`config.mk`:
```
export PLATFORM = sky130hd
export DESIGN_NAME = dnacre_div
export DESIGN_NICKNAME = d
export VERILOG_FILES = /design/src/hdl/dnacre_pkg.sv /design/src/hdl/dnacre_div.sv
export SDC_FILE = /design/constraint.sdc
export NUM_CORES = 1
export LEC_CHECK = 0
export BUFFER_PORTS_ARGS = -buffer_cell sky130_fd_sc_hd__buf_2
export CAP_MARGIN = 20
export CORE_ASPECT_RATIO = 1.75
export CORE_UTILIZATION = 55
export CTS_BUF_LIST = sky130_fd_sc_hd__clkbuf_16
export CTS_CLUSTER_SIZE = 40
export DETAILED_ROUTE_END_ITERATION = 8
export PLACE_DENSITY = 0.88
export SLEW_MARGIN = 40
export SYNTH_ARGS = -nofsm -noshare
export SYNTH_HDL_FRONTEND = slang
export SYNTH_SLANG_ARGS = --single-unit
```
`constraint.sdc`:
```
create_clock -name clk -period 3.34 [get_ports clk]
set_input_delay 0.501 -clock clk [delete_from_list [all_inputs] [get_ports clk]]
set_output_delay 0.501 -clock clk [all_outputs]
set_load 0.01 [all_outputs]
```
`src/hdl/dnacre_pkg.sv`:
```
`timescale 1ns / 1ps
`default_nettype none
// ----------------------------------------------------------------------------
// dnacre_pkg
// Shared types and constants for the DNA context range encoder.
// ----------------------------------------------------------------------------
package dnacre_pkg;

  localparam int CNT_W   = 16;
  localparam int TOT_W   = 18;  // sum of four counts
  localparam int RANGE_W = 32;
  localparam int LOW_W   = 33;

  localparam logic [RANGE_W-1:0] TOP_VALUE  = 32'h0100_0000;
  localparam logic [RANGE_W-1:0] LOW_LIMIT  = 32'hFF00_0000;
  localparam logic [RANGE_W-1:0] ALL_ONES32 = 32'hFFFF_FFFF;
  localparam logic [CNT_W-1:0]   CNT_MAX    = 16'hFFFF;
  localparam logic [2:0]         FLUSH_LAST = 3'd4;  // five shifts, counted from zero

  localparam logic [3:0]  ORDER_RST = 4'd8;
  localparam logic [7:0]  INC_RST   = 8'd32;
  localparam logic [15:0] LIMIT_RST = 16'd8192;

  typedef enum logic [1:0] {
    REG_ORDER = 2'd0,
    REG_INC   = 2'd1,
    REG_LIMIT = 2'd2
  } cfg_reg_t;

  typedef enum logic {
    CMD_ENCODE = 1'b0,
    CMD_FLUSH  = 1'b1
  } cmd_t;

  // divider status towards the sequencer
  typedef struct packed {
    logic busy;
    logic done;
  } div_stat_t;

endpackage
`default_nettype wire

```
`src/hdl/dnacre_div.sv`:
```
`timescale 1ns / 1ps
`default_nettype none
// ----------------------------------------------------------------------------
// dnacre_div
// Restoring divider, one quotient bit per cycle, 32-bit range by count total.
// ----------------------------------------------------------------------------
module dnacre_div
  import dnacre_pkg::*;
(
  input  wire logic               clk,
  input  wire logic               rst_n,
  input  wire logic               start,
  input  wire logic [RANGE_W-1:0] dividend,
  input  wire logic [TOT_W-1:0]   divisor,
  output logic [RANGE_W-1:0]      quotient,
  output div_stat_t               stat
);

  logic [TOT_W-1:0]   rem_r;
  logic [RANGE_W-1:0] quo_r;
  logic [TOT_W-1:0]   dsr_r;
  logic [4:0]         cnt_r;
  logic               busy_r;
  logic               done_r;
  logic [TOT_W:0]     shifted;
  logic [TOT_W:0]     trial;

  // trial subtract of the shifted partial remainder
  always_comb begin
    shifted = {rem_r, quo_r[RANGE_W-1]};
    trial   = shifted - {1'b0, dsr_r};
  end

  // control
  always_ff @(posedge clk) begin
    if (!rst_n) begin
      busy_r <= 1'b0;
      done_r <= 1'b0;
      cnt_r  <= '0;
    end else begin
      done_r <= 1'b0;
      if (start) begin
        busy_r <= 1'b1;
        cnt_r  <= '0;
      end else if (busy_r) begin
        cnt_r <= cnt_r + 5'd1;
        if (cnt_r == 5'd31) begin
          busy_r <= 1'b0;
          done_r <= 1'b1;
        end
      end
    end
  end

  // datapath
  always_ff @(posedge clk) begin
    if (start) begin
      rem_r <= '0;
      quo_r <= dividend;
      dsr_r <= divisor;
    end else if (busy_r) begin
      if (!trial[TOT_W]) begin
        rem_r <= trial[TOT_W-1:0];
        quo_r <= {quo_r[RANGE_W-2:0], 1'b1};
      end else begin
        rem_r <= shifted[TOT_W-1:0];
        quo_r <= {quo_r[RANGE_W-2:0], 1'b0};
      end
    end
  end

  assign quotient  = quo_r;
  assign stat.busy = busy_r;
  assign stat.done = done_r;

endmodule
`default_nettype wire

```
==> results.json <==
{
  "gp_congestion": 0.852,
  "cts_tree": "built",
  "post_cts_buffers": 0,
  "grt_pass1_vias": 3124,
  "cts.repair.resized": 0,
  "clk_pin_slew_worst_paths_ps": 60,
  "drv_slew": 0,
  "vias_per_cell": 5.80,
  "synth_xor_area_frac": 0.0482,
  "h-tree-depth": 3,
  "ys_seq_elements": 75,
  "synthSimpleGateAreaFrac": 0.112,
  "yosys.cell_types.count": 57,
  "arrival_ps": 3310,
  "end_kind": "register",
  "synth_area_leaders": "edfxtp_1 37%, dfxtp_1 12%, mux2_2 8.6%, ha_1 6.2%, nand2_1 2.8%",
  "synth.area.mux_share": 0.0985,
  "hold_viol": 0,
  "clock_latency_ps": 340,
  "ctsHoldBuffers": 0,
  "fin_skew_ps": 7.61,
  "path_cells": "inv_1, ha_1, inv_1, fa_1, a21o_1, a221oi_2, a221o_1, o311a_4, xnor2_4, and3_1, nor4_1",
  "synth.most_common_cell": "edfxtp_1",
  "drt_iter0_drc": 205,
  "synth_common_cells": "50 x edfxtp_1, 31 x mux2_2, 30 x nand2_1, 26 x nor2_1, 25 x dfxtp_1",
  "core_area_mm2": 0.00718,
  "final_area_mm2": 0.00480,
  "startpoint": "quotient[31]",
  "path_max_fanout": 16,
  "worst_pin_slew_ps": 675,
  "syn_inst": 357,
  "fp.dieW_um": 66.9,
  "crit_type": "reg2reg",
  "syn_area_per_cell_um2": 11.3,
  "antenna_found_initial": 0,
  "yosysTopAreaCell": "edfxtp_1",
  "slew_headroom": 0.549,
  "grt_max_degree": 73,
  "grt_usage": 0.244,
  "hp-class": "in2reg",
  "regToRegStartpoint": "quotient[31]",
  "required_ps": 3580,
  "reg2reg_depth": 11,
  "leakagePower_nw": 2.02,
  "critical-path-max-stage-delay_ps": 400,
  "setup_tns_ps": 0,
  "peakVddDrop_uv": 394,
  "syn2layout_area_growth_pct": 18.5,
  "syn-num-nets": 431,
  "cts_num_sinks": 75,
  "async_reset_ff_frac": 0,
  "worst_path_most_repeated_cell": "inv_1",
  "dr.pass1.iters": 5,
  "die-area_mm2": 0.00773,
  "drcViolationCount": 0,
  "yosys_warnings": 0,
  "setup_violations": 0,
  "die_h_um": 116,
  "rsz0062_at_grt": "false",
  "post_dp_cell_area_mm2": 0.00453,
  "ant_nets": 0,
  "power_density_mw_per_mm2": 500,
  "period_share": 0.920,
  "synthAdderAreaFrac": 0.0667,
  "min_from": "divisor[17]",
  "port_buffers": 86,
  "antenna_cells": 0,
  "period_minus_slack_ps": 3070,
  "yosysTopAreaCellShare": 0.371,
  "rows": 41,
  "outcome": "finished, final reports clean",
  "numCtsBuffers": 9,
  "hpwl_mm": 6.37,
  "start_kind": "register",
  "whs_path_depth": 1,
  "drt_wl_total_mm": 8.68,
  "synth_enable_flop_cells": 50,
  "synth_compound_area_frac": 0.139,
  "cts-root-buf": "clkbuf_16",
  "initial_utilization": 0.564,
  "gr-total-overflow": 0,
  "synth_top_family_by_area": "compound AO/OA/AOI/OAI gates",
  "maxCapViolCount": 0,
  "pin_count": 87,
  "worst_path_max_delay_cell": "fa_1",
  "vias": 3078,
  "drt-wirelength-per-cell_um": 16.4,
  "nNetsFinal": 514,
  "timing.fmax_mhz": 325,
  "grt_pass1_wl_mm": 14.0,
  "clockBufferDepth": 2,
  "synthFlopType": "edfxtp_1",
  "drive_gt1_frac": 0.346,
  "syn_area_mm2": 0.00405,
  "yosysSeqAreaShare": 0.494
}
-- per-layer routing --
layer  part of all wire  GRT usage  wire (um)  up-vias
met4              0.038      0.143        333        0
met1               0.37      0.259       3200     1465
met2               0.56      0.432       4830      102
met5                  0          0          0        -
li1                   -          -          -     1480
met3              0.037     0.0502        324       31
-- stage by stage --
stage / hold slack, ps / setup WS, ps / std cells / power, W / utilization
2_1_floorplan: 453 / 475 / 357 / 0.00140 / -
3_3_place_gp: 479 / 366 / 515 / 0.00152 / 0.630
3_5_place_dp: 495 / 239 / 515 / 0.00154 / 0.630
4_1_cts: 332 / 253 / 531 / 0.00241 / 0.668
5_1_grt: 338 / 123 / 531 / 0.00249 / 0.668
6_report: 341 / 267 / 531 / 0.00240 / 0.668
-- cell families after synthesis --
family | count (synthesis)
buffers and inverters | 40
multiplexers | 36
AND/OR/NAND/NOR | 93
AO/OA/AOI/OAI | 74
flip-flops | 75
adder cells (fa/ha/maj) | 21
XOR/XNOR | 18
-- worst paths after layout --
path	end	slack, ps
worst min register to register	cnt_r[4]	500
worst min-delay path	dsr_r[17]	340
worst max register to register	rem_r[7]	270
worst max-delay path	rem_r[7]	270
-- flip-flops by register name, summed over array words and instances, names as in the netlist --
signal,cells
cnt_r,5
done_r,1
rem_r,18
busy_r,1
dsr_r,18
quotient,32
-- area by class of cell --
cell class	instances	area [um^2]
clock buffers	9	225
clock inverters	7	43.8
fillers	561	2380
inverters	24	90.1
multi-input cells	242	1880
flip-flops and latches	75	2000
well taps	86	108
repair buffers	88	449
-- worst max-delay path: cells and delay by family (launching register included) --
| family | cells | cell delay, ps |
|---|---|---|
| compound gates | 4 | 1200 |
| fa+ha+maj | 2 | 570 |
| simple gates | 2 | 480 |
| flops | 1 | 380 |
| xor+xnor | 1 | 200 |
| buf+inv | 2 | 140 |
-- power breakdown --
| group | leakage (nW) | switching, W | total (W) | internal, W |
|---|---|---|---|---|
| registers | 0.702 | 0.0000398 | 0.00112 | 0.00108 |
| logic | 1.18 | 0.000230 | 0.000412 | 0.000182 |
| clock network | 0.137 | 0.000372 | 0.000872 | 0.000500 |
-- placed cells by master (no fill, tap or decap), types with 7 or more instances in the layout --
cell type   n
nor2_1     26
nand2_1    30
edfxtp_1   50
mux2_2     31
xor2_1     10
buf_2      86
clkbuf_16   9
a311oi_2    7
ha_1       20
a21oi_1    18
o21ai_0    14
inv_1      24
dfxtp_1    25
(Power assumes the default switching activity.)
